<file path="src/design/ccad_pkg.sv">
package ccad_pkg;

    localparam int COUNT_WIDTH_DEFAULT = 8;

    localparam int VBUS_W      = 16;
    localparam int TICK_W      = 8;
    localparam int LEVEL_W     = 3;
    localparam int CONN_W      = 2;
    localparam int CFG_INDEX_W = 2;
    localparam int CFG_DATA_W  = 16;

    localparam logic [VBUS_W-1:0] VBUS_THRESHOLD_RESET = 16'd1000;
    localparam logic [TICK_W-1:0] ATTACH_TICKS_RESET   = 8'd3;
    localparam logic [TICK_W-1:0] DETACH_TICKS_RESET   = 8'd10;

    // Register indexes of the configuration port.
    localparam logic [CFG_INDEX_W-1:0] REG_VBUS_THRESHOLD = 2'd0;
    localparam logic [CFG_INDEX_W-1:0] REG_ATTACH_TICKS   = 2'd1;
    localparam logic [CFG_INDEX_W-1:0] REG_DETACH_TICKS   = 2'd2;

    // Connection codes.
    localparam logic [CONN_W-1:0] CONN_NONE = 2'd0;
    localparam logic [CONN_W-1:0] CONN_CC1  = 2'd1;
    localparam logic [CONN_W-1:0] CONN_CC2  = 2'd2;
    localparam logic [CONN_W-1:0] CONN_BAD  = 2'd3;

    // Level codes, in rising voltage order.
    localparam logic [LEVEL_W-1:0] LVL_0V00 = 3'd0;
    localparam logic [LEVEL_W-1:0] LVL_0V22 = 3'd1;
    localparam logic [LEVEL_W-1:0] LVL_0V45 = 3'd2;
    localparam logic [LEVEL_W-1:0] LVL_0V55 = 3'd3;
    localparam logic [LEVEL_W-1:0] LVL_0V66 = 3'd4;
    localparam logic [LEVEL_W-1:0] LVL_2V20 = 3'd5;

    // A connected port only watches the top comparator; an open port climbs
    // the ladder until the first comparator that is not tripped.
    function automatic logic [LEVEL_W-1:0] decode_level(input logic pin_high,
                                                        input logic [3:0] cmp,
                                                        input logic connected);
        logic [LEVEL_W-1:0] lvl;
        lvl = LVL_0V00;
        priority if (pin_high)  lvl = LVL_2V20;
        else if (connected)     lvl = cmp[3] ? LVL_0V66 : LVL_0V00;
        else if (!cmp[0])       lvl = LVL_0V00;
        else if (!cmp[1])       lvl = LVL_0V22;
        else if (!cmp[2])       lvl = LVL_0V45;
        else if (!cmp[3])       lvl = LVL_0V55;
        else                    lvl = LVL_0V66;
        return lvl;
    endfunction

    // Levels from 0.45 V up to 0.66 V.
    function automatic logic mid_band(input logic [LEVEL_W-1:0] lvl);
        return (lvl == LVL_0V45) || (lvl == LVL_0V55) || (lvl == LVL_0V66);
    endfunction

    // Levels that look like a sink pull-down seen against a high pin.
    function automatic logic rd_like(input logic [LEVEL_W-1:0] lvl);
        return (lvl == LVL_0V55) || (lvl == LVL_0V66);
    endfunction

    function automatic logic pair_is(input logic [LEVEL_W-1:0] a,
                                     input logic [LEVEL_W-1:0] b,
                                     input logic [LEVEL_W-1:0] x,
                                     input logic [LEVEL_W-1:0] y);
        return ((a == x) && (b == y)) || ((a == y) && (b == x));
    endfunction

endpackage

</file>
<file path="src/design/cc_attach_detach_detector_core.sv">
// Channel | Handshake           | Payload
// --------+---------------------+------------------------------------------------
// in      | in_valid / in_stall | vbus_mv, cc1_pin_high, cc1_compare,
//         |                     | cc2_pin_high, cc2_compare
// out     | out_valid/out_stall | connection, attach_pulse, detach_pulse,
//         |                     | cc_enable, cc1_level, cc2_level
// cfg     | cfg_wr_en           | cfg_wr_index, cfg_wr_data
//
// One poll tick is accepted every cycle while in_stall is low; its result is
// registered and shows on the output in the cycle after the transfer.
// The decode, the debounce counter update and the result all come from one
// combinational pass between the input ports and the result register.
// Reset clears the attach state, the counter and the CC enable, and loads the
// configuration registers with their defaults; no clearing pass is needed.
// While a result waits under out_stall, in_stall is raised in the same cycle.
module cc_attach_detach_detector_core #(
    parameter int COUNT_WIDTH = ccad_pkg::COUNT_WIDTH_DEFAULT
) (
    input  logic                                clk,
    input  logic                                rst_n,

    input  logic                                cfg_wr_en,
    input  logic [ccad_pkg::CFG_INDEX_W-1:0]    cfg_wr_index,
    input  logic [ccad_pkg::CFG_DATA_W-1:0]     cfg_wr_data,

    input  logic                                in_valid,
    output logic                                in_stall,
    input  logic [ccad_pkg::VBUS_W-1:0]         vbus_mv,
    input  logic                                cc1_pin_high,
    input  logic [3:0]                          cc1_compare,
    input  logic                                cc2_pin_high,
    input  logic [3:0]                          cc2_compare,

    output logic                                out_valid,
    input  logic                                out_stall,
    output logic [ccad_pkg::CONN_W-1:0]         connection,
    output logic                                attach_pulse,
    output logic                                detach_pulse,
    output logic                                cc_enable,
    output logic [ccad_pkg::LEVEL_W-1:0]        cc1_level,
    output logic [ccad_pkg::LEVEL_W-1:0]        cc2_level
);

    localparam int CMP_W = (COUNT_WIDTH > ccad_pkg::TICK_W) ? COUNT_WIDTH : ccad_pkg::TICK_W;

    logic [ccad_pkg::VBUS_W-1:0]  vbus_threshold_reg;
    logic [ccad_pkg::TICK_W-1:0]  attach_ticks_reg;
    logic [ccad_pkg::TICK_W-1:0]  detach_ticks_reg;

    logic [ccad_pkg::CONN_W-1:0]  attached_line_reg;
    logic [ccad_pkg::CONN_W-1:0]  attached_line_next;
    logic [COUNT_WIDTH-1:0]       debounce_count_reg;
    logic [COUNT_WIDTH-1:0]       debounce_count_next;
    logic                         cc_enable_reg;
    logic                         cc_enable_next;

    logic                         out_valid_reg;
    logic                         out_valid_next;
    logic [ccad_pkg::CONN_W-1:0]  connection_reg;
    logic                         attach_pulse_reg;
    logic                         detach_pulse_reg;
    logic                         cc_enable_out_reg;
    logic [ccad_pkg::LEVEL_W-1:0] cc1_level_reg;
    logic [ccad_pkg::LEVEL_W-1:0] cc2_level_reg;

    logic                         in_xfer;
    logic                         connected;
    logic [ccad_pkg::LEVEL_W-1:0] lvl1;
    logic [ccad_pkg::LEVEL_W-1:0] lvl2;
    logic                         cond_attach;
    logic                         cond_hold;
    logic [COUNT_WIDTH-1:0]       count_inc;
    logic [CMP_W-1:0]             count_inc_ext;
    logic                         attach_hit;
    logic                         detach_hit;
    logic                         attach_now;
    logic                         detach_now;
    logic [ccad_pkg::CONN_W-1:0]  orientation;

    assign in_stall = out_valid_reg && out_stall;
    assign in_xfer  = in_valid && !in_stall;

    always_ff @(posedge clk or negedge rst_n)
    begin
        if (!rst_n)
        begin
            vbus_threshold_reg <= ccad_pkg::VBUS_THRESHOLD_RESET;
            attach_ticks_reg   <= ccad_pkg::ATTACH_TICKS_RESET;
            detach_ticks_reg   <= ccad_pkg::DETACH_TICKS_RESET;
        end
        else if (cfg_wr_en)
        begin
            unique case (cfg_wr_index)
                ccad_pkg::REG_VBUS_THRESHOLD: vbus_threshold_reg <= cfg_wr_data;
                ccad_pkg::REG_ATTACH_TICKS:   attach_ticks_reg <= cfg_wr_data[ccad_pkg::TICK_W-1:0];
                ccad_pkg::REG_DETACH_TICKS:   detach_ticks_reg <= cfg_wr_data[ccad_pkg::TICK_W-1:0];
                default:                      ;
            endcase
        end
    end

    assign connected = attached_line_reg != ccad_pkg::CONN_NONE;
    assign lvl1      = ccad_pkg::decode_level(cc1_pin_high, cc1_compare, connected);
    assign lvl2      = ccad_pkg::decode_level(cc2_pin_high, cc2_compare, connected);

    // Qualifying pair for an open port. The override order matters.
    always_comb
    begin
        cond_attach = (ccad_pkg::mid_band(lvl1) &&
                       ((lvl2 == ccad_pkg::LVL_2V20) || (lvl2 <= ccad_pkg::LVL_0V22))) ||
                      (ccad_pkg::mid_band(lvl2) &&
                       ((lvl1 == ccad_pkg::LVL_2V20) || (lvl1 <= ccad_pkg::LVL_0V22)));
        if ((lvl1 == ccad_pkg::LVL_2V20) || (lvl2 == ccad_pkg::LVL_2V20))
            cond_attach = 1'b0;
        if ((ccad_pkg::rd_like(lvl1) && (lvl2 == ccad_pkg::LVL_2V20)) ||
            (ccad_pkg::rd_like(lvl2) && (lvl1 == ccad_pkg::LVL_2V20)))
            cond_attach = 1'b1;
        if (ccad_pkg::pair_is(lvl1, lvl2, ccad_pkg::LVL_0V00, ccad_pkg::LVL_2V20))
            cond_attach = 1'b0;
        if (ccad_pkg::pair_is(lvl1, lvl2, ccad_pkg::LVL_0V00, ccad_pkg::LVL_0V66))
            cond_attach = 1'b1;
    end

    // Pair that keeps a connected port attached.
    always_comb
    begin
        cond_hold = ccad_pkg::mid_band(lvl1) || ccad_pkg::mid_band(lvl2);
        if (ccad_pkg::pair_is(lvl1, lvl2, ccad_pkg::LVL_0V00, ccad_pkg::LVL_2V20))
            cond_hold = 1'b0;
        if (ccad_pkg::pair_is(lvl1, lvl2, ccad_pkg::LVL_0V00, ccad_pkg::LVL_0V66))
            cond_hold = 1'b1;
    end

    always_comb
    begin
        priority if (ccad_pkg::rd_like(lvl1) && (lvl2 == ccad_pkg::LVL_2V20))
            orientation = ccad_pkg::CONN_CC1;
        else if (ccad_pkg::rd_like(lvl2) && (lvl1 == ccad_pkg::LVL_2V20))
            orientation = ccad_pkg::CONN_CC2;
        else if (lvl1 > lvl2)
            orientation = ccad_pkg::CONN_CC1;
        else
            orientation = ccad_pkg::CONN_CC2;
    end

    // The counter saturates at its all-ones value.
    assign count_inc     = (&debounce_count_reg) ? debounce_count_reg
                                                 : debounce_count_reg + 1'b1;
    assign count_inc_ext = CMP_W'(count_inc);
    assign attach_hit    = count_inc_ext >= CMP_W'(attach_ticks_reg);
    assign detach_hit    = count_inc_ext >= CMP_W'(detach_ticks_reg);

    always_comb
    begin
        attached_line_next  = attached_line_reg;
        debounce_count_next = debounce_count_reg;
        cc_enable_next      = cc_enable_reg;
        attach_now          = 1'b0;
        detach_now          = 1'b0;
        if (vbus_mv < vbus_threshold_reg)
        begin
            if (connected)
            begin
                attached_line_next  = ccad_pkg::CONN_NONE;
                debounce_count_next = '0;
                detach_now          = 1'b1;
            end
        end
        else
        begin
            cc_enable_next = vbus_mv > vbus_threshold_reg;
            if (connected)
            begin
                debounce_count_next = cond_hold ? '0 : count_inc;
                if (!cond_hold && detach_hit)
                begin
                    attached_line_next  = ccad_pkg::CONN_NONE;
                    debounce_count_next = '0;
                    detach_now          = 1'b1;
                end
            end
            else
            begin
                debounce_count_next = cond_attach ? count_inc : '0;
                if (cond_attach && attach_hit)
                begin
                    attached_line_next  = orientation;
                    debounce_count_next = '0;
                    attach_now          = 1'b1;
                end
            end
        end
    end

    always_ff @(posedge clk or negedge rst_n)
    begin
        if (!rst_n)
        begin
            attached_line_reg  <= ccad_pkg::CONN_NONE;
            debounce_count_reg <= '0;
            cc_enable_reg      <= 1'b0;
        end
        else if (in_xfer)
        begin
            attached_line_reg  <= attached_line_next;
            debounce_count_reg <= debounce_count_next;
            cc_enable_reg      <= cc_enable_next;
        end
    end

    always_comb
    begin
        if (in_xfer)
            out_valid_next = 1'b1;
        else if (!out_stall)
            out_valid_next = 1'b0;
        else
            out_valid_next = out_valid_reg;
    end

    always_ff @(posedge clk or negedge rst_n)
    begin
        if (!rst_n)
            out_valid_reg <= 1'b0;
        else
            out_valid_reg <= out_valid_next;
    end

    always_ff @(posedge clk)
    begin
        if (in_xfer)
        begin
            connection_reg    <= attached_line_next;
            attach_pulse_reg  <= attach_now;
            detach_pulse_reg  <= detach_now;
            cc_enable_out_reg <= cc_enable_next;
            cc1_level_reg     <= lvl1;
            cc2_level_reg     <= lvl2;
        end
    end

    assign out_valid    = out_valid_reg;
    assign connection   = connection_reg;
    assign attach_pulse = attach_pulse_reg;
    assign detach_pulse = detach_pulse_reg;
    assign cc_enable    = cc_enable_out_reg;
    assign cc1_level    = cc1_level_reg;
    assign cc2_level    = cc2_level_reg;

endmodule

</file>
<file path="config.mk">
export PLATFORM = sky130hd
export DESIGN_NAME = cc_attach_detach_detector_core
export DESIGN_NICKNAME = d
export VERILOG_FILES = /design/src/design/ccad_pkg.sv /design/src/design/cc_attach_detach_detector_core.sv
export SDC_FILE = /design/constraint.sdc
export NUM_CORES = 1
export LEC_CHECK = 0
export ABC_AREA = 1
export BUFFER_PORTS_ARGS = -buffer_cell sky130_fd_sc_hd__clkbuf_2
export CAP_MARGIN = 20
export CORE_ASPECT_RATIO = 0.6
export CORE_MARGIN = 3
export CORE_UTILIZATION = 44
export CTS_CLUSTER_SIZE = 28
export DETAILED_ROUTE_END_ITERATION = 16
export PLACE_DENSITY_LB_ADDON = 0.05
export SLEW_MARGIN = 20
export SYNTH_ARGS = -nofsm -noshare
export SYNTH_HDL_FRONTEND = slang
export SYNTH_SLANG_ARGS = --single-unit
</file>
<file path="constraint.sdc">
create_clock -name clk -period 5 [get_ports clk]
set_input_delay 0.25 -clock clk [delete_from_list [all_inputs] [get_ports clk]]
set_output_delay 0.25 -clock clk [all_outputs]
set_load 0.1 [all_outputs]
</file>
==> results.json <==
{
  "insertion_delay_ns": 0.30,
  "tightest_slew_ns": 0.9388,
  "clk_pin_slew_ns": 0.07,
  "crit_path_end_kind": "register",
  "synth_edf_count": 11,
  "final_antenna_net_count": 0,
  "placed_cell_area_mm2": 0.003910,
  "cp_common_cell": "nand3_1",
  "min_path_type": "primary input to asynchronous set/reset pin",
  "layout.nets": 588,
  "async_flop_share_pct": 80.00,
  "setup.worst_path.start_class": "register",
  "drt_iter0_drc": 129,
  "yosys_register_bits": 55,
  "yosysSeqAreaShare_pct": 41.51,
  "finalHoldViolCount": 0,
  "fin_tns_setup_ns": 0,
  "synth_common_cells": "119 x nand2_1, 76 x inv_1, 36 x ha_1",
  "die_h_um": 74.87,
  "die_w_um": 120.8,
  "power_density_mw_per_mm2": 343.4,
  "track_usage_pct": 17.94,
  "synth_top_area_cell": "dfrtp_1",
  "cts_made_buffers": 5,
  "diodes": 0,
  "drive_gt1_share_pct": 20.83,
  "numPortBuffers": 61,
  "stdcell_area_mm2": 0.004094,
  "syn-cell-area_mm2": 0.003478,
  "drc": 0,
  "htreeDepth": 2,
  "worstSetupPathType": "register to register",
  "synth_xor_area_share_pct": 1.511,
  "grt_overflow": 0,
  "synthAdderAreaFrac_pct": 12.95,
  "critical_path_buf_inv_count": 1,
  "relSlewSlack_pct": 37.26,
  "firstDrtPassIters": 4,
  "num_rows": 24,
  "cts.sinks": 55,
  "synth.area.mux_share_pct": 0,
  "largest_reg_flops": 16,
  "crit_chain": "ha_1 > nand3_2 > nor3b_2 > nand3_2 > nand3_1 > nor2_1 > xor2_1 > ha_1 > a21oi_1 > nor2_1 > a211oi_1 > nand3_1 > inv_1 > nand2_2 > nand2_2 > nand3_1 > nand2_1",
  "synth_compound_area_share_pct": 10.72,
  "grt_pass1_vias": 2749,
  "finalWirelength_um": 7345,
  "required_ns": 5.24,
  "grt_max_degree": 45,
  "hpwl_um": 5744,
  "yosysWarnings": 0,
  "worst-path-max-fanout": 8,
  "core_area_mm2": 0.007477,
  "synth_top_family_by_area": "simple AND/OR/NAND/NOR gates",
  "total_power_mw": 1.406,
  "synth_area_leaders": "dfrtp_1 24%, ha_1 13%, nand2_1 13%, edfxtp_1 9.5%, inv_1 8.2%",
  "fin_crit_sh_pct": 62.93,
  "viasPerCell": 4.732,
  "critPathTopFamily": "simple AND/OR/NAND/NOR gates",
  "fill_cells": 730,
  "arrival_ns": 3.38,
  "finalSetupViolations": 0,
  "antenna_found_initial": 0,
  "multiInputGateArea_mm2": 0.001719,
  "synth.most_common_cell": "nand2_1",
  "synth_top_area_share_pct": 24.46,
  "dieArea_mm2": 0.009043,
  "critPathSlowestCell": "dfrtp_1",
  "gp_congestion": 0.8365,
  "min_period_ns": 3.146,
  "skew_ns": 0.006152,
  "cts_resized": 0,
  "dr_total_vias": 2877,
  "slowest_delay_ns": 0.38,
  "cts_tree": "built",
  "cap_violations": 0,
  "slew_violations": 0,
  "synthSimpleGateAreaFrac_pct": 24.24,
  "yosysUniqueCellTypes": 34,
  "seq_area_mm2": 0.001444,
  "ys.flop_type": "dfrtp_1",
  "start_util_pct": 46.52,
  "synth.avg_cell_area_um2": 7.941,
  "cts_setup_buffers": 0,
  "holdBufCountCts": 0,
  "clock_path_buffers": 2,
  "pin_count": 62,
  "p_leak_nw": 2.235,
  "fmax_mhz": 317.8,
  "area_growth_pct": 17.70,
  "syn-num-nets": 523,
  "syn_inst": 438,
  "rsz0062_at_grt": "false",
  "irDropWorstVdd_uv": 197.8,
  "grt_pass1_wl_um": 12850,
  "root_buffer": "clkbuf_16",
  "drt-wirelength-per-cell_um": 12.08,
  "status": "finished clean"
}
path summary, 6_finish.rpt:
| kind | from | to | slack, ns | cells past startpoint |
|---|---|---|---|---|
| worst min register to register | vbus_threshold_reg[9]$_DFFE_PN1P_ | vbus_threshold_reg[9]$_DFFE_PN1P_ | 0.48 | 2 |
| worst max-delay path | debounce_count_reg[0]$_DFFE_PN0P_ | debounce_count_reg[4]$_DFFE_PN0P_ | 1.85 | 17 |
| max in group asynchronous | rst_n | out_valid$_DFFE_PN0P_ | 4.56 | 2 |
| min in group clk | in_valid | out_valid$_DFFE_PN0P_ | 0.15 | 3 |
| worst max register to register | debounce_count_reg[0]$_DFFE_PN0P_ | debounce_count_reg[4]$_DFFE_PN0P_ | 1.85 | 17 |
| worst min-delay path | rst_n | attached_line_reg[0]$_DFFE_PN0P_ | 0.03 | 2 |
worst register-to-register path, delay by kind of cell, from the launching register on:
kind,cells,cell delay [ns]
flip-flops,1,0.38
adder cells (fa/ha/maj),2,0.51
AO/OA/AOI/OAI,2,0.40
buffers and inverters,1,0.13
XOR/XNOR,1,0.22
AND/OR/NAND/NOR,11,1.43
layout by cell type (no fill, tap or decap), types with 2 or more instances in the layout:
cell       synthesis  layout
nand2_1          119     119
inv_1             76      76
clkbuf_2           0      61
ha_1              36      36
dfrtp_1           34      34
nor2_1            31      31
o21ai_0           31      31
a21oi_1           23      23
edfxtp_1          11      11
nand3_1           10      10
dfstp_2           10      10
nand2_2            6       6
nand4_1            6       6
clkbuf_16          0       6
nand3_2            4       4
nor2_4             4       4
o21ai_1            4       4
nor2_2             3       3
xnor2_1            3       3
xor2_1             3       3
a21oi_2            3       3
nor3b_2            2       2
o21a_1             2       2
inv_2              2       2
buf_4              0       2
routing by layer:
metal  wire [µm]  global-route usage (%)  vias up
li1            -                       -     1529
met1        3969                   26.05     1292
met2        3033                   27.46       51
met3         301                   3.904        5
met4          40                   4.899        0
met5           0                       0        -
cell type report:
| class | count | area share (%) |
|---|---|---|
| Tap cell | 104 | 3.178 |
| Inverter | 79 | 7.243 |
| Clock buffer | 7 | 3.759 |
| Clock inverter | 1 | 0.7335 |
| Timing Repair Buffer | 63 | 7.824 |
| Sequential cell | 55 | 35.27 |
| Multi-Input combinational cell | 299 | 41.99 |
power by group:
part           internal, mW  switching (mW)
combinational         0.141           0.273
clock                 0.267           0.165
sequential            0.529          0.0302
kinds of logic after synthesis:
| group | Yosys count |
|---|---|
| AO/OA/AOI/OAI | 68 |
| flip-flops | 55 |
| XOR/XNOR | 6 |
| buffers and inverters | 84 |
| adder cells (fa/ha/maj) | 36 |
| AND/OR/NAND/NOR | 189 |
through the flow:
stage | setup WS, ns | hold slack (ns) | util [%] | instances
6_report | 1.854 | 0.02939 | 54.75 | 608
5_1_grt | 1.441 | 0.07200 | 54.75 | 608
4_1_cts | 1.920 | 0.05160 | 54.75 | 608
3_5_place_dp | 1.969 | 0.3865 | 52.29 | 600
3_3_place_gp | 2.007 | 0.3762 | 52.29 | 600
2_1_floorplan | 2.089 | -0.04559 | - | 438
No activity file was read; power rests on OpenSTA's default activity.
